--- src/design/r10u_pkg.sv ---
// Shared types and constants for the raw10 unpack stream block.
// No dependencies; every other design file imports this package.
package r10u_pkg;

  // Register indexes of the configuration port.
  localparam logic REG_PIXEL_MODE = 1'b0;
  localparam logic REG_PAYLOAD_BYTES = 1'b1;

  // Widths fixed by the item formats.
  localparam int MODE_W = 2;
  localparam int PAYLOAD_W = 33;
  localparam int SENT_W = 34;
  localparam int CFG_DATA_W = 33;
  localparam int GROUP_W = 40;

  // Pixel mode codes; any code other than the packed mode passes bytes through.
  localparam logic [MODE_W-1:0] MODE_RAW8 = 2'd0;
  localparam logic [MODE_W-1:0] MODE_RAW10 = 2'd1;
  localparam logic [MODE_W-1:0] MODE_RAW16 = 2'd2;

  // Input action codes.
  localparam logic ACT_DATA = 1'b0;
  localparam logic ACT_START = 1'b1;

  // Default depth of the queue between the front and back parts.
  localparam int QUEUE_DEPTH_DEF = 4;

  // Kind of work handed from the front to the back.
  typedef enum logic {
    KIND_PASS,
    KIND_GROUP
  } kind_t;

  // One input word.
  typedef struct packed {
    logic       action;
    logic [7:0] data_byte;
  } in_item_t;

  // One result word.
  typedef struct packed {
    logic [7:0] out_byte;
    logic       run_last;
    logic       payload_done;
  } out_item_t;

  // Work entry: a passthrough byte in the low bits, or a whole packed group,
  // plus the sent count that includes the entry's first output byte.
  typedef struct packed {
    kind_t               kind;
    logic [GROUP_W-1:0]  data;
    logic [SENT_W-1:0]   cnt;
  } entry_t;

endpackage

--- src/design/raw10_unpack_to_raw16_stream.sv ---
// Top level of the raw10 unpack stream block: configuration registers,
// front part, work queue and back part. Depends on r10u_pkg and the r10u_* modules.
//
//   channel  ports                          accepted when
//   input    push, full, din                push && !full
//   result   empty, pop, dout               pop && !empty
//   config   cfg_write, cfg_index, cfg_data cfg_write
//
// An accepted passthrough byte passes the work queue and the back part's working entry
// before it can be popped; later ones follow one per cycle while pop is held high.
// In packed ten-bit mode five words enter at one per cycle while full is low; the
// back part sends the group as eight bytes, one per cycle while pop is held high.
// Reset is synchronous and clears the counters and configuration; no sweep follows.
// full rises while the work queue is full; a stalled result holds on dout.
module raw10_unpack_to_raw16_stream
  import r10u_pkg::*;
#(
  parameter int QUEUE_DEPTH = QUEUE_DEPTH_DEF
) (
  input  logic                  clk,
  input  logic                  rst,
  input  logic                  push,
  output logic                  full,
  input  in_item_t              din,
  output logic                  empty,
  input  logic                  pop,
  output out_item_t             dout,
  input  logic                  cfg_write,
  input  logic                  cfg_index,
  input  logic [CFG_DATA_W-1:0] cfg_data
);

  logic [MODE_W-1:0]    pixel_mode;
  logic [PAYLOAD_W-1:0] payload_bytes;
  logic                 accept;
  logic                 enq;
  entry_t               enq_entry;
  logic                 q_rd;
  entry_t               q_entry;
  logic                 q_valid;

  assign accept = push && !full;

  // Configuration registers.
  always_ff @(posedge clk) begin
    if (rst) begin
      pixel_mode    <= MODE_RAW8;
      payload_bytes <= '0;
    end else if (cfg_write) begin
      case (cfg_index)
        REG_PIXEL_MODE:    pixel_mode    <= cfg_data[MODE_W-1:0];
        REG_PAYLOAD_BYTES: payload_bytes <= cfg_data[PAYLOAD_W-1:0];
        default:           ;
      endcase
    end
  end

  r10u_front u_front (
    .clk           (clk),
    .rst           (rst),
    .accept        (accept),
    .din           (din),
    .pixel_mode    (pixel_mode),
    .payload_bytes (payload_bytes),
    .enq           (enq),
    .enq_entry     (enq_entry)
  );

  r10u_queue #(
    .DEPTH (QUEUE_DEPTH)
  ) u_queue (
    .clk       (clk),
    .rst       (rst),
    .wr        (enq),
    .wr_entry  (enq_entry),
    .rd        (q_rd),
    .rd_entry  (q_entry),
    .not_empty (q_valid),
    .is_full   (full)
  );

  r10u_back u_back (
    .clk           (clk),
    .rst           (rst),
    .payload_bytes (payload_bytes),
    .q_valid       (q_valid),
    .q_entry       (q_entry),
    .q_rd          (q_rd),
    .empty         (empty),
    .pop           (pop),
    .dout          (dout)
  );

endmodule

--- src/design/r10u_front.sv ---
// Front part: accepts input words, tracks frame and group state, and
// classifies each word. Depends on r10u_pkg.
module r10u_front
  import r10u_pkg::*;
(
  input  logic                 clk,
  input  logic                 rst,
  input  logic                 accept,
  input  in_item_t             din,
  input  logic [MODE_W-1:0]    pixel_mode,
  input  logic [PAYLOAD_W-1:0] payload_bytes,
  output logic                 enq,
  output entry_t               enq_entry
);

  logic [31:0]       group_bytes;
  logic [31:0]       group_bytes_next;
  logic [2:0]        group_fill;
  logic [2:0]        group_fill_next;
  logic [SENT_W-1:0] bytes_sent;
  logic [SENT_W-1:0] bytes_sent_next;
  logic              limit_hit;
  logic [SENT_W-1:0] sent_plus1;

  assign limit_hit  = bytes_sent >= {1'b0, payload_bytes};
  assign sent_plus1 = bytes_sent + SENT_W'(1);

  // Classify the accepted word and update the frame counters.
  always_comb begin
    group_bytes_next = group_bytes;
    group_fill_next  = group_fill;
    bytes_sent_next  = bytes_sent;
    enq              = 1'b0;
    enq_entry.kind   = KIND_PASS;
    enq_entry.data   = {32'd0, din.data_byte};
    enq_entry.cnt    = sent_plus1;
    if (accept) begin
      if (din.action == ACT_START) begin
        group_fill_next = 3'd0;
        bytes_sent_next = '0;
      end else if (!limit_hit) begin
        if (pixel_mode != MODE_RAW10) begin
          enq             = 1'b1;
          bytes_sent_next = sent_plus1;
        end else if (group_fill < 3'd4) begin
          group_bytes_next = {group_bytes[23:0], din.data_byte};
          group_fill_next  = group_fill + 3'd1;
        end else begin
          enq             = 1'b1;
          enq_entry.kind  = KIND_GROUP;
          enq_entry.data  = {group_bytes, din.data_byte};
          group_fill_next = 3'd0;
          bytes_sent_next = bytes_sent + SENT_W'(8);
        end
      end
    end
  end

  // Group contents need no reset: the fill count decides what is valid.
  always_ff @(posedge clk) begin
    group_bytes <= group_bytes_next;
  end

  always_ff @(posedge clk) begin
    if (rst) begin
      group_fill <= 3'd0;
      bytes_sent <= '0;
    end else begin
      group_fill <= group_fill_next;
      bytes_sent <= bytes_sent_next;
    end
  end

endmodule

--- src/design/r10u_queue.sv ---
// Short queue of work entries between the front and back parts.
// Depends on r10u_pkg for the entry type.
module r10u_queue
  import r10u_pkg::*;
#(
  parameter int DEPTH = QUEUE_DEPTH_DEF
) (
  input  logic   clk,
  input  logic   rst,
  input  logic   wr,
  input  entry_t wr_entry,
  input  logic   rd,
  output entry_t rd_entry,
  output logic   not_empty,
  output logic   is_full
);

  localparam int PTR_W = (DEPTH > 1) ? $clog2(DEPTH) : 1;
  localparam int CNT_W = $clog2(DEPTH + 1);

  entry_t            slots [DEPTH];
  logic [PTR_W-1:0]  wr_ptr;
  logic [PTR_W-1:0]  rd_ptr;
  logic [CNT_W-1:0]  fill;

  assign not_empty = fill != '0;
  assign is_full   = fill == CNT_W'(DEPTH);
  assign rd_entry  = slots[rd_ptr];

  // Entry storage.
  always_ff @(posedge clk) begin
    if (wr) begin
      slots[wr_ptr] <= wr_entry;
    end
  end

  // Pointers and fill count.
  always_ff @(posedge clk) begin
    if (rst) begin
      wr_ptr <= '0;
      rd_ptr <= '0;
      fill   <= '0;
    end else begin
      if (wr) begin
        wr_ptr <= (wr_ptr == PTR_W'(DEPTH - 1)) ? '0 : wr_ptr + PTR_W'(1);
      end
      if (rd) begin
        rd_ptr <= (rd_ptr == PTR_W'(DEPTH - 1)) ? '0 : rd_ptr + PTR_W'(1);
      end
      if (wr && !rd) begin
        fill <= fill + CNT_W'(1);
      end else if (rd && !wr) begin
        fill <= fill - CNT_W'(1);
      end
    end
  end

endmodule

--- src/design/r10u_back.sv ---
// Back part: takes work entries and sends one payload byte per cycle while pop is
// held high, unpacking ten-bit groups into sixteen-bit little-endian words.
// Depends on r10u_pkg.
module r10u_back
  import r10u_pkg::*;
(
  input  logic                 clk,
  input  logic                 rst,
  input  logic [PAYLOAD_W-1:0] payload_bytes,
  input  logic                 q_valid,
  input  entry_t               q_entry,
  output logic                 q_rd,
  output logic                 empty,
  input  logic                 pop,
  output out_item_t            dout
);

  logic               cur_valid;
  kind_t              cur_kind;
  logic [GROUP_W-1:0] cur_data;
  logic [SENT_W-1:0]  cnt;
  logic [2:0]         idx;
  logic               is_last;
  logic               take;
  logic               load;
  logic [9:0]         sample;

  assign is_last = (cur_kind == KIND_PASS) || (idx == 3'd7);
  assign take    = pop && cur_valid;
  assign load    = q_valid && (!cur_valid || (take && is_last));
  assign q_rd    = load;
  assign empty   = !cur_valid;

  // Pick the ten-bit sample for the current word, most significant first.
  always_comb begin
    case (idx[2:1])
      2'd0:    sample = cur_data[39:30];
      2'd1:    sample = cur_data[29:20];
      2'd2:    sample = cur_data[19:10];
      default: sample = cur_data[9:0];
    endcase
  end

  // Result word: a passthrough byte, or the sample shifted up by six, low byte first.
  always_comb begin
    if (cur_kind == KIND_PASS) begin
      dout.out_byte = cur_data[7:0];
    end else if (!idx[0]) begin
      dout.out_byte = {sample[1:0], 6'd0};
    end else begin
      dout.out_byte = sample[9:2];
    end
    dout.run_last     = is_last;
    dout.payload_done = cnt >= {1'b0, payload_bytes};
  end

  // Working entry and byte counters.
  always_ff @(posedge clk) begin
    if (load) begin
      cur_kind <= q_entry.kind;
      cur_data <= q_entry.data;
    end
  end

  always_ff @(posedge clk) begin
    if (rst) begin
      cur_valid <= 1'b0;
      idx       <= 3'd0;
      cnt       <= '0;
    end else if (load) begin
      cur_valid <= 1'b1;
      idx       <= 3'd0;
      cnt       <= q_entry.cnt;
    end else if (take) begin
      if (is_last) begin
        cur_valid <= 1'b0;
      end else begin
        idx <= idx + 3'd1;
        cnt <= cnt + SENT_W'(1);
      end
    end
  end

endmodule

--- config.mk ---
export PLATFORM = sky130hd
export DESIGN_NAME = raw10_unpack_to_raw16_stream
export DESIGN_NICKNAME = d
export VERILOG_FILES = /design/src/design/r10u_pkg.sv /design/src/design/raw10_unpack_to_raw16_stream.sv /design/src/design/r10u_front.sv /design/src/design/r10u_queue.sv /design/src/design/r10u_back.sv
export SDC_FILE = /design/constraint.sdc
export NUM_CORES = 1
export LEC_CHECK = 0
export BUFFER_PORTS_ARGS = -buffer_cell sky130_fd_sc_hd__buf_2
export CORE_AREA = 10 10 258 260
export DETAILED_ROUTE_END_ITERATION = 12
export DIE_AREA = 0 0 268 270
export GPL_ROUTABILITY_DRIVEN = 0
export GPL_TIMING_DRIVEN = 1
export PLACE_DENSITY_LB_ADDON = 0.05
export SETUP_SLACK_MARGIN = 0.05
export SLEW_MARGIN = 20
export SYNTH_ARGS = -nofsm -noshare
export SYNTH_HDL_FRONTEND = slang
export SYNTH_SLANG_ARGS = --single-unit
--- constraint.sdc ---
create_clock -name clk -period 5.5 [get_ports clk]
set_clock_uncertainty 0.1 [all_clocks]
set_input_delay 0.275 -clock clk [delete_from_list [all_inputs] [get_ports clk]]
set_output_delay 0.275 -clock clk [all_outputs]
set_load 0.1 [all_outputs]
==> impl_results.md <==
- Synth Register Bits: ~500
- # DRC: 0
- Number of global-route vias before repair: around 13000
- Cell Pwr Density: about 440 mW/mm²
- Clk Latency, worst-skew pair: around 620 ps
- Core Util, Final: 0.4047
- Ys flop type: edfxtp_1
- Initial antenna violation count: 0
- Post-DP HPWL: 36850 µm
- Fmax: 244.9 MHz
- Die Span X: about 270 µm
- First-pass GRT wire length: 83900 µm
- Post-Syn Area: 0.02127 mm²
- Drt wl/cell: between 20 and 25 µm
- Synth async-reset ratio: 0
- CP endpoint kind: flop
- Max capacitance violation total: 0
- CTS Buffer Depth: 3
- Final min period: between 4000 and 5000 ps
- Cells after Synth: 1515
- Overflow after GRT: 0
- Post-synth EDFFs: between 300 and 400
- Worst Path Class, Setup: reg -> reg
- Total Routing Usage GR: 0.1538
- DRT Pass-1 Iters: 5
- DRT iter0 DRCs: 698
- Post-route ant nets: 0
- Final Slew Violations: 0
- Die H: 270 µm
- H-tree depth: 2
- # IOs: 60
- Critical Path RT: approximately 5900 ps
- Cell mode on critical path: ha_1
- Setup Buffers After CTS: 0
- CTS Sinks: 492
- Area after DPL: around 0.023 mm²
- Die area: around 0.072 mm²
- Post-synth top area cell: edfxtp_1
- Syn_area_per_cell: about 14 µm²
- Slowest-stage cell, CP: a2111oi_4
- Area grow syn2layout: 16.56%
- Nets: approximately 1800
- Critical Path Max Stage Delay: ~710 ps
- Ranking of synthesized cells by area: edfxtp_1, dfxtp_1, mux4_2, ha_1, nand2_1
- Worst Max-Slew Pin Slew: slightly above 900 ps
- Post-synthesis sequential area ratio: 0.6387
- Unrepaired setup endpoints after global routing: false
- CTS Root Cell: clkbuf_16
- Design Area, Final: around 0.025 mm²
- Vias/cell: between 5 and 6
- Critical path arrival: roughly 4500 ps
- CTS tree: yes
- Crit-path cells: ha_1, a211oi_1, o21ai_0, a221oi_1, o311ai_4, a2111oi_4, ha_1, inv_1, fa_1, xor2_1, or3_1, a21oi_1
- Setup violations, final: 0
- VDD IR max: between 0.2 and 0.3 mV
- Final Cycle Share: 0.7425
- Syn_nets: 1642
- Vias: roughly 13000
- Worst path bufs/invs: 1
- Final hold viol count: 0
- Status: complete, no violations
- Synthesis Warnings: 0
- Final WL: 55340 µm
- Core area: a little over 0.06 mm²
- Synth cell types: 63
- CP startpoint kind: flop
- Setup tns final: 0 ps
- PortBufs: about 60
- Worst slew margin: 0.3788
- Crit path max fanout: 10
- LEAKAGE: ~8.6 nW
- TritonCTS buffer count: 55
- Initial Util: 0.3472
- Worst-path clk slew: 60 ps
- Largest net degree at the start of global routing: ~70
- Site Rows: 91
- Post-synth top area share: 0.5267
- Share of cells above drive strength 1: 0.1656
- Hold Crit Class: in -> reg
- Delay-heaviest family, CP: compound AO/OA/AOI/OAI gates
==> worst register-to-register path, cell delays in order, from the launching register on <==
cell       delay, ps
dfxtp_1          510
ha_1             310
a211oi_1         190
o21ai_0          160
a221oi_1         430
o311ai_4         250
a2111oi_4        710
ha_1             300
inv_1             60
fa_1             370
xor2_1           180
or3_1            310
a21oi_1          130
==> final cells by class <==
class / count / area [µm²]
inverter: 59 / 221.5
antenna: 1 / 2.502
timing repair buffer: 129 / 1001
sequential: 492 / 13590
tap: 790 / 988.4
multi-input combinational: 895 / 7211
clock inverter: 32 / 305.3
fill: 5706 / 36470
clock buffer: 72 / 1470
==> what timing repair did <==
| action | 4_1_cts | 5_1_grt |
|---|---|---|
| hold buffers | 46 | 0 |
| resized for setup | 0 | 0 |
| hold endpoints to repair | 93 | 0 |
==> per-layer routing <==
metal / GRT usage / wire length (µm) / part of all wire / up-vias
met5: 0 / 0 / 0 / -
met2: 0.2434 / 26060 / 0.47 / 189
met4: 0.04475 / 1147 / 0.021 / 0
li1: - / - / - / 5981
met1: 0.2168 / 26330 / 0.48 / 6417
met3: 0.02039 / 1801 / 0.033 / 66
==> cell usage in the layout, fill, tap and decap left out, types with 14 or more instances in the layout <==
master,instances
a21o_1,18
clkbuf_1,14
dlygate4sd3_1,46
nor2_1,96
nor3_1,17
mux4_2,85
and2_1,35
buf_2,58
xnor2_1,27
inv_1,58
buf_4,20
mux2i_1,14
ha_1,78
a211oi_1,33
clkbuf_16,55
dfxtp_1,117
nand4_1,25
o21ai_0,31
nand2_1,148
edfxtp_1,373
a21oi_1,67
xor2_1,36
nand3_1,48
==> per-stage QoR <==
| step | setup slack [ps] | power [W] | hold slack, ps | std cells |
|---|---|---|---|---|
| detailed placement | 1435 | 0.007302 | 328.5 | 2319 |
| global route | 1124 | 0.01133 | 151.6 | 2469 |
| finish | 1416 | 0.01079 | 133.1 | 2470 |
| global placement | 1383 | 0.007302 | 330.1 | 2319 |
| floorplan | 1044 | 0.006499 | 273.9 | 1515 |
| CTS | 1409 | 0.01098 | 92.93 | 2469 |
==> sequential cells by signal, indices dropped and copies added (netlist names), 3 cells and up, named ones only <==
signal and count:
u_back.cnt 34, u_front.bytes_sent 34, u_back.idx 3, u_queue.slots 300, payload_bytes 33, u_queue.fill 3, u_front.group_bytes 32, u_front.group_fill 3
u_back.cur_data 40
==> power breakdown <==
group	switching (W)	internal (W)	total [W]	leakage, nW
Clock	0.00152	0.00208	0.00359	0.856
Combinational	0.00143	0.000878	0.00231	3.25
Sequential	0.000444	0.00445	0.00489	4.49
==> kinds of logic (layout without fill, tap and decap cells) <==
family	Yosys count	count (layout)	share of synthesized area
buffers and inverters	128	292	0.02377
adders and majority gates	79	79	0.04683
and+or+nand+nor	442	442	0.1005
DFF	492	492	0.6387
other	0	1	0
muxes	100	100	0.09713
AOI/OAI and AO/OA	211	211	0.06713
xor gates and xnor gates	63	63	0.02594
==> synthesized netlist by cell type (19+ instances only) <==
library cell / instances
xor2_1: 36
nor2_1: 97
xnor2_1: 27
edfxtp_1: 373
mux4_2: 85
ha_1: 78
a21oi_1: 67
and2_1: 41
nand4_1: 25
dfxtp_1: 119
nand2_1: 149
nand3_1: 48
a21o_1: 19
inv_1: 59
clkbuf_1: 44
a211oi_1: 34
o21ai_0: 31
==> path summary, 6_finish.rpt <==
| path | start | to | slack, ps | cells past startpoint |
|---|---|---|---|---|
| min | push | u_front.group_fill[2] | 130 | 4 |
| max | u_front.bytes_sent[17] | u_queue.fill[2] | 1420 | 12 |
| max reg2reg | u_front.bytes_sent[17] | u_queue.fill[2] | 1420 | 12 |
| min reg2reg | u_front.group_bytes[16] | u_front.group_bytes[24] | 340 | 0 |
Power figures use the tool's default switching activity.
